**config.mk**
```make
export PLATFORM = sky130hd
export DESIGN_NAME = rwps_div
export DESIGN_NICKNAME = d
export VERILOG_FILES = /design/src/rwps_div.sv
export SDC_FILE = /design/constraint.sdc
export NUM_CORES = 1
export LEC_CHECK = 0
export ABC_AREA = 1
export BUFFER_PORTS_ARGS = -buffer_cell sky130_fd_sc_hd__buf_4
export CAP_MARGIN = 40
export CORE_MARGIN = 3
export CORE_UTILIZATION = 52
export DETAILED_ROUTE_END_ITERATION = 7
export HOLD_SLACK_MARGIN = 0.08
export MAX_ROUTING_LAYER = met4
export PLACE_DENSITY = 0.78
export SYNTH_ARGS = -nofsm -noshare
export SYNTH_HDL_FRONTEND = slang
export SYNTH_SLANG_ARGS = --single-unit
```
**constraint.sdc**
```tcl
create_clock -name clk_i -period 2.1 [get_ports clk_i]
set_input_delay 0.21 -clock clk_i [delete_from_list [all_inputs] [get_ports clk_i]]
set_output_delay 0.21 -clock clk_i [all_outputs]
set_load 0.02 [all_outputs]
```
**src/rwps_div.sv**
```systemverilog
// Radix-2 restoring divider, one quotient bit per cycle.
module rwps_div #(
  parameter int unsigned NUM_W = 49,
  parameter int unsigned DEN_W = 33
) (
  input  logic             clk_i,
  input  logic             rst_ni,
  input  logic             start_i,
  input  logic [NUM_W-1:0] num_i,
  input  logic [DEN_W-1:0] den_i,
  output logic             done_o,
  output logic [NUM_W-1:0] quo_o
);

  localparam int unsigned CW = $clog2(NUM_W + 1);

  logic [NUM_W-1:0] quo_q;
  logic [DEN_W-1:0] rem_q, den_q;
  logic [CW-1:0]    cnt_q;
  logic             busy_q, done_q;
  logic [DEN_W:0]   trial, diff;
  logic             ge;

  // trial subtract of the shifted remainder
  assign trial = {rem_q, quo_q[NUM_W-1]};
  assign diff  = trial - {1'b0, den_q};
  assign ge    = trial >= {1'b0, den_q};

  always_ff @(posedge clk_i or negedge rst_ni) begin
    if (!rst_ni) begin
      busy_q <= 1'b0;
      done_q <= 1'b0;
      cnt_q  <= '0;
      quo_q  <= '0;
      rem_q  <= '0;
      den_q  <= '0;
    end else begin
      done_q <= 1'b0;
      if (start_i) begin
        quo_q  <= num_i;
        rem_q  <= '0;
        den_q  <= den_i;
        cnt_q  <= CW'(NUM_W);
        busy_q <= 1'b1;
      end else if (busy_q) begin
        rem_q <= ge ? diff[DEN_W-1:0] : trial[DEN_W-1:0];
        quo_q <= {quo_q[NUM_W-2:0], ge};
        cnt_q <= cnt_q - CW'(1);
        if (cnt_q == CW'(1)) begin
          busy_q <= 1'b0;
          done_q <= 1'b1;
        end
      end
    end
  end

  assign done_o = done_q;
  assign quo_o  = quo_q;

endmodule

```
==> summary.txt <==
Cells and area
  – Number of standard cells in the final layout excluding fillers: 1,662
  – Fraction of layout cells with a size suffix above 1: 28.62%
  – Most common library cell in the layout ignoring fill and taps: sky130_fd_sc_hd__nand2_1
  – Area growth from synthesis to layout: 50.53%
  – Diode count: 0
  – Final #Nets: 1,586
  – Commonest non-fill, non-tap cells in the layout: sky130_fd_sc_hd__nand2_1, sky130_fd_sc_hd__buf_4, sky130_fd_sc_hd__inv_1
  – Share of the core filled with cells in the final layout: 81.75%

Clocking
  – Clock tree from TritonCTS: done
  – Buffers from clock root to sink, at most: 2
  – Number of levels the H-tree was split into: 4
  – Register clock-pin slew on the reported worst setup and hold paths: 60 ps
  – CTS sink count: 123
  – Library cell used as clock root buffer: sky130_fd_sc_hd__clkbuf_16
  – Number of buffers created by CTS: 17
  – Clk Latency, worst-skew pair: 430 ps

Timing
  – Highest attainable clock frequency: 0.4585 GHz
  – Final worst-path setup slack: -80.85 ps
  – RSZ-0062 raised after global routing: yes
  – Transition at the pin with the smallest max-transition slack: 688.7 ps
  – Hold Violations, Final: 0
  – Final clock skew: 11.60 ps
  – Final worst path period need: 2181 ps
  – Setup-failing EPs final: 31
  – Period utilisation layout: 103.8%
  – Worst slew margin relative to its limit: 54.08%
  – Final-report max-slew violation count: 0
  – Total Neg Setup Slack: -1082 ps

GRT
  – Global route total overflow: 0
  – Global-route wire length before repair: 40,430 um
  – Maximum number of pins on one net before global-route repair: 74
  – Total track usage: 31.17%
  – Number of global-route vias before repair: 8,591
  – Initial antenna violation count: 0

Routing
  – Number of remaining DRC errors: 0
  – Final ANT Viol Nets: 0
  – 1st-iter DRT viols: 624
  – DRT Wirelength: 27,140 um
  – First-pass iteration count of the detailed router: 5
  – Via density: 5.375
  – DR WL/cell: 16.33 um
  – Vias: 8,933

Critical path
  – Data arrival time of the worst path: 2480 ps
  – Maximum cell stage delay along the critical path: 410 ps
  – WP data required: 2390 ps
  – Critical-path cell with the highest stage delay: sky130_fd_sc_hd__dfrtp_1
  – Critical Path, Cell by Cell: ha_4 -> fa_2 -> inv_2 -> nand3_2 -> nand3_2 -> nand2_2 -> nand2_2 -> nand2_4 -> nand2_8 -> clkbuf_16 -> nand2_2 -> nand3_1 -> o21ai_1
  – Biggest fanout along the worst timing path: 5
  – Buf/Inv on CP: 2
  – Kind of end point of the critical path: flop
  – Startpoint kind of the worst setup timing path: flop
  – Cell occurring most often along the worst timing path: sky130_fd_sc_hd__nand2_2
  – Kind of cell adding the most delay to the critical path: simple AND/OR/NAND/NOR gates
  – Worst Setup Path Type: flop to flop

Synthesis
  – Proportion of synthesized chip area in sequential cells: 38.27%
  – Yosys warning count: 0
  – Number of flip-flops and latches in the synthesized netlist: 123
  – Synth Area in Adders: 5.694%
  – Post-Syn Nets: 1,297
  – Multiplexer share of the synthesized area: 0%
  – Mapped Cells: 1,176
  – Combinational family with the most area after synthesis: simple AND/OR/NAND/NOR gates
  – Number of unique standard cell types used by synthesis: 35
  – Post-synthesis compound-gate area fraction: 9.708%
  – Synthesized area per cell: 6.839 um2
  – Post-synthesis instance area: 8043 um2
  – Fraction of the mapped netlist area in simple logic gates: 32.20%
  – Area share of xor/xnor cells in the synthesized design: 1.633%

Placement
  – Routability-driven placement congestion ratio: 0.9840
  – DPL Wire Length: 16,330 um
  – Cell count after placement: 1,522
  – Port Buffers: 134

Status
  – Failing checks: setup timing
  – Status: finished with violations

Pwr
  – Worst vdd rail ir drop: 0.8641 mV
  – Sequential power share: 21.9%
  – Cell internal power dissipation: 0.008206 W
  – Reported net switching power: 0.006269 W
  – Leakage component of the power: 6.486 nW
  – Pwr dens: 1196 nW/um2
  – Relative contribution of combinational cells to total power: 57.7%
  – Switching portion of total power: 43.31%
  – Share of total power in the clock network: 20.4%

Min path
  – Min-Delay Path Class: input pin to asynchronous set/reset pin

Die
  – Boundary Pins: 135
  – Die footprint: 17,000 um2
  – Width of the chip: 130.4 um
  – Number of rows in the core area: 44
  – Initial core utilization: 54.31%
  – Placeable Area: 14,810 um2
  – Vertical die dimension: 130.4 um

Job
  – MaxCap Viol Count: 0
[path summary, 6_finish.rpt]
| path | slack, ps | endpoint | cells past startpoint | start |
|---|---|---|---|---|
| setup / recovery | -80 | rem_q[5] | 13 | den_q[0] |
| hold / removal | 200 | den_q[9] | 2 | rst_ni |
| setup reg to reg | -80 | rem_q[5] | 13 | den_q[0] |
| hold reg to reg | 490 | cnt_q[2] | 1 | cnt_q[2] |
| max in group asynchronous | 1300 | rem_q[28] | 3 | rst_ni |
| min in group clk_i | 340 | rem_q[0] | 5 | start_i |
[metal layers]
layer  vias up  global-route usage (%)  wire length, um
met3        94                   7.655             1925
met4         0                   11.13              919
met5         -                       -                0
li1       4249                       -                -
met2       402                   51.66            13460
met1      4188                   37.07            10830
[repair_timing]
action,4_1_cts,5_1_grt
pin swaps,1,63
cloned,0,5
buffers inserted,2,18
gates resized for setup,16,156
hold buffers,83,0
setup endpoints to repair,34,34
endpoints found under the hold margin,205,0
[flip-flops by register name (all words and copies together), names as in the netlist]
| signal | count |
|---|---|
| quo_o | 49 |
| busy_q | 1 |
| rem_q | 33 |
| den_q | 33 |
| cnt_q | 6 |
| done_o | 1 |
[Yosys cell counts (all sizes together)]
cell type,instances,area (um2)
and2,7,43.79
buf,10,70.06
ha,35,437.9
o21ai,43,215.2
a22oi,2,15.01
xnor2,3,26.28
o221ai,45,394.1
inv,223,837.1
o21bai,4,30.03
a21oi,21,105.1
nand3b,7,52.55
nor4,1,6.260
nand3,72,365.3
o22ai,1,6.260
fa,1,20.02
nand2,471,1790
or3b,1,8.760
nand4,9,56.30
dfrtp,123,3078
o211ai,2,15.01
nor3,8,45.04
nor2,49,221.5
xor2,12,105.1
clkbuf,26,97.59
[area by class of cell]
type                            instances  area (um2)
Fill cell                             931        2703
Timing Repair Buffer                  305        2639
Clock inverter                         12       141.4
Inverter                              223       837.1
Multi-Input combinational cell        795        4732
Tap cell                              184       230.2
Sequential cell                       123        3080
Clock buffer                           20       446.7
[cell families (layout without fill, tap and decap cells)]
family          count (synthesis)  in the layout
simple gates                  625            626
buf+inv                       259            560
flops                         123            123
compound gates                118            118
fa+ha+maj                      36             36
xor+xnor                       15             15
[per-stage QoR]
stage          cell area [um2]  hold WS, ps  setup WS [ps]  total power, W
6_report                 12110        204.2         -80.85         0.01447
5_1_grt                  12110        219.6         -155.9         0.01542
4_1_cts                  11160        206.5         -34.29         0.01247
3_5_place_dp              9661        105.8         -74.68        0.009222
3_3_place_gp              9641        110.7         -111.0        0.009150
2_1_floorplan             8046       -85.59          28.78        0.007112
[power groups by stage]
stage / clock network, W / registers, W / logic, W
after floorplan: 0 / 0.00314 / 0.00397
after global placement: 0 / 0.00306 / 0.00609
after detailed placement: 0 / 0.00307 / 0.00615
after CTS: 0.00296 / 0.00305 / 0.00646
after global routing: 0.00310 / 0.00321 / 0.00911
final: 0.00295 / 0.00317 / 0.00836
No activity file was read; power rests on OpenSTA's default activity.
