**config.mk**
```make
export PLATFORM = sky130hd
export DESIGN_NAME = rwps_ram
export DESIGN_NICKNAME = d
export VERILOG_FILES = /design/src/rwps_ram.sv
export SDC_FILE = /design/constraint.sdc
export NUM_CORES = 1
export LEC_CHECK = 0
export ABC_CLOCK_PERIOD_IN_PS = 1300
export BUFFER_PORTS_ARGS = -buffer_cell sky130_fd_sc_hd__buf_4
export CAP_MARGIN = 10
export CELL_PAD_IN_SITES_DETAIL_PLACEMENT = 0
export CELL_PAD_IN_SITES_GLOBAL_PLACEMENT = 1
export CORE_UTILIZATION = 44
export CTS_BUF_LIST = sky130_fd_sc_hd__clkbuf_4
export DETAILED_ROUTE_END_ITERATION = 6
export PLACE_DENSITY = 0.83
export SLEW_MARGIN = 25
export SYNTH_ARGS = -nofsm -noshare
export SYNTH_HDL_FRONTEND = slang
export SYNTH_SLANG_ARGS = --single-unit
export TNS_END_PERCENT = 100
```
**constraint.sdc**
```tcl
create_clock -name clk_i -period 1.3 [get_ports clk_i]
set_input_delay 0.26 -clock clk_i [delete_from_list [all_inputs] [get_ports clk_i]]
set_output_delay 0.26 -clock clk_i [all_outputs]
set_load 0.01 [all_outputs]
```
**src/rwps_ram.sv**
```systemverilog
// Generic single-write, single-read RAM with registered read data.
module rwps_ram #(
  parameter int unsigned WIDTH = 8,
  parameter int unsigned DEPTH = 2
) (
  input  logic                     clk_i,
  input  logic                     we_i,
  input  logic [$clog2(DEPTH)-1:0] waddr_i,
  input  logic [WIDTH-1:0]         wdata_i,
  input  logic [$clog2(DEPTH)-1:0] raddr_i,
  output logic [WIDTH-1:0]         rdata_o
);

  logic [WIDTH-1:0] mem_q [DEPTH];

  always_ff @(posedge clk_i) begin
    if (we_i) begin
      mem_q[waddr_i] <= wdata_i;
    end
    rdata_o <= mem_q[raddr_i];
  end

endmodule

```
==> metrics, run 1 <==
Rel. slew slack=between 70% and 80%; DR DRC count=0; Flop pwr share=about two thirds; Post-Synthesis Cells=35; Cell Chain, Critical Path=buf_4; simple-gate share of the synthesized area=1.59%; Clk Latency, worst-skew pair=300 ps; # fillers=124; Combinational Power Share=about a tenth; Most used DFF post-synth=edfxtp_1; sum of negative setup slack=0 ps; Total GRT Usage=10.3%; Synth top cells by count=16 x edfxtp_1, 8 x dfxtp_1, 8 x mux2_4; Die Span Y=about 44 um; critical path depth=1; CP arrival=~760 ps; CTS tree=built; crit start category=register; worst hold-check path type=in2reg; total iterations of the first detailed-routing run=5; Psw=between 0.2 and 0.3 mW; CTS sink cnt=24; PD cells=around 1400 nW/um^2; Core Area=between 1500 and 2000 sq um; Tot Pwr=roughly 1.3 mW; Synth Area in XOR/XNOR=0%; Setup CP Type=reg2out; switching part of the total=between 10% and 20%; Mapped Area=around 780 sq um; Place WS=~260 ps; # rows=14; Final GP Congestion=slightly below 0.7; die width=about 44 um; final slew viol count=0; Adder-Cell Fraction of Synth Area=0%; top cell type's share of synthesized area=61.2%; number of routed nets with antenna violations=0; period utilisation layout=around four fifths; io pins=20; final setup vio count=0; Int Power=~1.1 mW; clock group share of total power=23.2%; Final Hold Viols=0; CP max-delay cell=dfxtp_1; synth unique cells=6; Setup WS post-layout=about 280 ps; CP Capture Type=output pin; most common cell in the synthesized netlist=edfxtp_1; Root Driver=clkbuf_4; outcome=completed; largest family of logic cells by synthesized area=multiplexers; CP top delay family=flip-flops; GRT overflow=0; post-synthesis net count=47; Longest Clk Path Bufs=2; routed wire length=about 870 um; mux cell area share after synthesis=between 15 and 20%; CTS Buf Count=3; layout cells sized above 1=53.4%; vias in the first global route=325; Synthesis Warnings=0; Post-CTS Hold Buffers=0; Worst Tran Pin Value=364 ps; crit path time final=1020 ps; fin nets=between 70 and 80; VDD IR max=~800 uV; hold path cells=1; mean routed wirelength per cell=around 12 um; PostCTS Resize Cnt=0; Post-DP Area=around 940 sq um; input/output buffers=19; Ant. Diodes=0; post-synthesis async set-or-reset flop share=0%; number of synthesized flops with an enable pin=16; Max-Cap Viols=0; largest area contributor in the netlist=edfxtp_1; initial antenna violation count=0; area added between synthesis and finish=23.6%; synthesized flop and latch total=24; effective utilization at floorplan=approximately half; LEAKAGE=roughly 0.40 nW; top cells by area, synth=edfxtp_1 61%, dfxtp_1 20%, mux2_4 15%; largest net degree at the start of global routing=14; post-route cell area=around 970 sq um; Initial DRC Count=8; slowest stage delay, CP=320 ps; H-tree levels=1; Avg Inst Size Synth=approximately 22 sq um; Worst-path clk slew=between 100 and 150 ps; sequential area share after synthesis=between 80% and 90%; RSZ-0062 raised after global routing=false; crit path max fanout=1; reg2reg path depth=1; Worst Path Required=approximately 1000 ps; DR vias/cell=around 4.8; f_max=a little under 1000 MHz; post-synthesis compound-gate area fraction=0%; Total Die Area=slightly below 2000 sq um; final non-filler cell total=74; dpl cells=70; Post-CTS Setup Inserts=0; worst hold margin=134 ps; DR vias=roughly 350; first-pass GRT wire length=between 1000 and 1500 um; Layout Skew=between 8 and 9 ps; WP buf/inv=1; post-layout util=between 60 and 70%
[layout make-up]
cell class              count  area, sq um  share of cell area (%)
well taps                  16         20.0                    2.06
multi-input cells          10          133                    13.7
clock inverters             1         3.75                   0.387
flip-flops and latches     24          641                    66.1
clock buffers               3         22.5                    2.32
repair buffers             20          150                    15.5
[final timing paths]
kind	from	end	slack (ps)
setup / recovery	rdata_o[5]	rdata_o[5]	280
hold / removal	wdata_i[3]	mem_q[1][3]	130
setup reg to reg	mem_q[0][0]	rdata_o[0]	540
hold reg to reg	mem_q[0][4]	rdata_o[4]	480
[power by group through the flow]
stage          Sequential [mW]  Combinational (mW)  Clock (mW)
2_1_floorplan            0.915              0.0525           0
3_3_place_gp             0.903               0.131           0
3_5_place_dp             0.905               0.133           0
4_1_cts                  0.887               0.133       0.320
5_1_grt                  0.892               0.140       0.351
6_report                 0.887               0.131       0.308
[registers in the layout, indices dropped and copies added, names as in the netlist]
signal and cells:
mem_q 16, rdata_o 8
[placed cells by master (no fill, tap or decap)]
master    netlist  routed
buf_4           0      20
edfxtp_1       16      16
mux2_4          8       8
dfxtp_1         8       8
clkbuf_4        0       3
nor2b_1         1       1
and2_1          1       1
clkinv_1        0       1
[routing by layer]
layer  vias to the layer above  global-route usage, %  part of all wire, %
met3                         0                   5.31                  6.8
li1                        174                      -                    -
met4                         0                   3.64                    0
met5                         -                      0                    0
met2                        17                   18.5                   53
met1                       163                   9.86                   41
[kinds of logic after synthesis]
kind of cell,count (synthesis)
multiplexers,8
buffers and inverters,1
AND/OR/NAND/NOR,2
flip-flops,24
Note: power is estimated with default switching activity, not from simulation.
==> run 2: changes to the inputs <==
ABC_AREA = 1   (was unset)
ABC_CLOCK_PERIOD_IN_PS = 950   (was 1300)
CORE_UTILIZATION = 42   (was 44)
PLACE_DENSITY = 0.84   (was 0.83)
clock period = 0.95 ns   (was 1.3 ns; I/O delays follow)
==> run 2 against run 1 <==
Count of clock-buffer cells in the layout unchanged. Worst setup slack worse by 280 ps. Area after synthesis decreased by 3.0%. Combinational power grew 31%. Wire length rose by 9.7%. Worst hold slack lost 74 ps. Core utilization shrank 3.3 points. Non-clock buffer count did not move. Die area rose by 1.5%. Highest routed layer is now met4.
==> metrics, run 2 <==
CTS sink cnt=24 (unchanged); WHS Endpoint=mem_q[0][5]; io pins=20 (unchanged); Rel. slew slack=80.8% (+5.1 points); PD cells=1830 nW/um^2 (+34%); worst reg2reg endpoint=rdata_o[6]; post-synthesis async set-or-reset flop share=0% (unchanged); outcome=completed; largest reg by FF count=mem_q; hold_sp=wdata_i[5]; hold path cells=1 (unchanged); crit path max fanout=1 (unchanged); most common cell in the synthesized netlist=nand2_1; Most used DFF post-synth=edfxtp_1; Max-Cap Viols=0 (unchanged); synth unique cells=7 (+1); VDD IR max=1170 uV (+47%); commonest cells after routing, fill and taps aside=25 x nand2_1, 16 x edfxtp_1, 12 x buf_4; Synthesis Warnings=0 (unchanged); Ant. Diodes=0 (unchanged); number of routed nets with antenna violations=0 (unchanged); effective utilization at floorplan=44.5% (-5.2 points); Layout Skew=5.68 ps (-2.78 ps); number of synthesized flops with an enable pin=16 (unchanged); CTS tree=built; reg2reg path depth=2 (+1); global routing met1 resource utilization=15.3% (+5.4 points); DR DRC count=0 (unchanged); die width=44.6 um (+0.76%); CTS Buf Count=3 (unchanged); final setup vio count=0 (unchanged); WP buf/inv=1 (unchanged); Total Die Area=1990 sq um (+1.5%); # rows=15 (+1); first-pass GRT wire length=1580 um (+19%); largest area contributor in the netlist=edfxtp_1; initial antenna violation count=0 (unchanged); Longest Clk Path Bufs=2 (unchanged); Total GRT Usage=11.7% (+1.5 points); slowest stage delay, CP=340 ps (+20 ps); post-synthesis net count=66 (+40%); Worst Tran Pin Value=288 ps (-76.3 ps); top cells by area, synth=edfxtp_1 63%, dfxtp_1 21%, nand2_1 12%; DR vias/cell=3.99 (-17%); Reg2Reg Setup Slack=340 ps (-200 ps); met2 GRT Util=16.8% (-1.8 points); busiest grt layer=met2; reg2reg start=mem_q[0][6]; top cell type's share of synthesized area=63.2% (+1.9 points); post-DP HPWL=688 um; CP arrival=750 ps (about the same); post-route cell area=993 sq um (+2.5%); Final GP Congestion=0.675 (about the same); Synth top cells by count=25 x nand2_1, 16 x edfxtp_1, 8 x dfxtp_1; Worst-path clk slew=120 ps (about the same); crit start category=register; CP top delay family=flip-flops; Root Driver=clkbuf_4; Post-DP Area=931 sq um (-1.3%); fin nets=90 (+27%); RSZ-0062 raised after global routing=true; input/output buffers=19 (unchanged); Place WS=66.2 ps (-197 ps); f_max=around 1100 MHz; Clk Latency, worst-skew pair=310 ps (about the same); max reg flops=16 (unchanged); mean routed wirelength per cell=9.39 um (-20%); DR vias=407 (+15%); synthesized flop and latch total=24 (unchanged); H-tree levels=1 (unchanged); LEAKAGE=0.432 nW (+7.9%); met3 usage=2.86% (-2.4 points); Setup WS post-layout=8.95 ps (-275 ps); Initial DRC Count=7 (-1); worst hold margin=59.5 ps (-74.3 ps); Post-Synthesis Cells=54 (+54%); Worst Path Required=760 ps (-280 ps); period utilisation layout=around 100%; Post-CTS Setup Inserts=0 (unchanged); CP max-delay cell=dfxtp_2; Top Registers=mem_q (16), rdata_o (8); CP Capture Type=output pin; vias in the first global route=370 (+14%); Post-CTS Hold Buffers=0 (unchanged); area added between synthesis and finish=30.6%; sequential area share after synthesis=84.2% (+2.6 points); largest net degree at the start of global routing=14 (unchanged); layout cells sized above 1=37.7% (-16 points); Setup CP Type=reg2out; Final Hold Viols=0 (unchanged); Mapped Area=761 sq um (-3.0%); final non-filler cell total=102 (+38%); final slew viol count=0 (unchanged); total iterations of the first detailed-routing run=2 (-3); Core Area=1710 sq um (+8.3%); Die Span Y=44.6 um (+0.76%); crit path time final=approximately 940 ps; dpl cells=98 (+40%); sum of negative setup slack=0 ps (unchanged); GRT overflow=0 (unchanged); Avg Inst Size Synth=14.1 sq um (-37%); commonest non-fill, non-tap cell in the layout=nand2_1; worst hold-check path type=in2reg; routed wire length=958 um (+9.7%); Cell Chain, Critical Path=buf_6
-- run 2: through the flow --
step | utilization (%) | total power [mW]
finish | 58.2 | 1.82
global route | 58.2 | 1.91
CTS | 57.9 | 1.85
detailed placement | 54.5 | 1.39
global placement | 54.5 | 1.39
floorplan | - | 1.30
-- run 2: cell type report --
| cell class | count | area (sq um) |
|---|---|---|
| sequential | 24 | 647 |
| clock buffer | 3 | 22.5 |
| tap | 25 | 31.3 |
| multi-input combinational | 26 | 97.6 |
| inverter | 3 | 11.3 |
| clock inverter | 1 | 3.75 |
| fill | 146 | 714 |
| timing repair buffer | 20 | 180 |
-- run 2: per-layer routing --
layer	vias to the layer above	share of wire, %
met5	-	0
met4	0	3.3
met3	2	4.6
met2	14	44
met1	171	48
li1	220	-
-- run 2: logic make-up after synthesis --
group	synth area share, %
and+or+nand+nor	12.8
DFF	84.2
buffers and inverters	2.96
-- run 2: worst max-delay path by stage --
stage,startpoint,endpoint,slack (ps),cells after the start
3_5_place_dp,waddr_i,mem_q[1][2],70,3
6_report,rdata_o[2],rdata_o[2],9,1
5_1_grt,rdata_o[3],rdata_o[3],-40,1
2_1_floorplan,we_i,mem_q[0][0],0.1,2
3_3_place_gp,waddr_i,mem_q[1][0],70,3
4_1_cts,rdata_o[3],rdata_o[3],-7,1
-- run 2: timing repair --
action	CTS	global route
setup endpoints to repair	8	8
cloned	0	0
gates resized for setup	10	3
endpoints found under the hold margin	0	0
-- run 2: power by group --
group	switching, mW	internal [mW]
logic	0.0729	0.0994
clock network	0.275	0.153
registers	0.0233	1.20
total	0.372	1.45
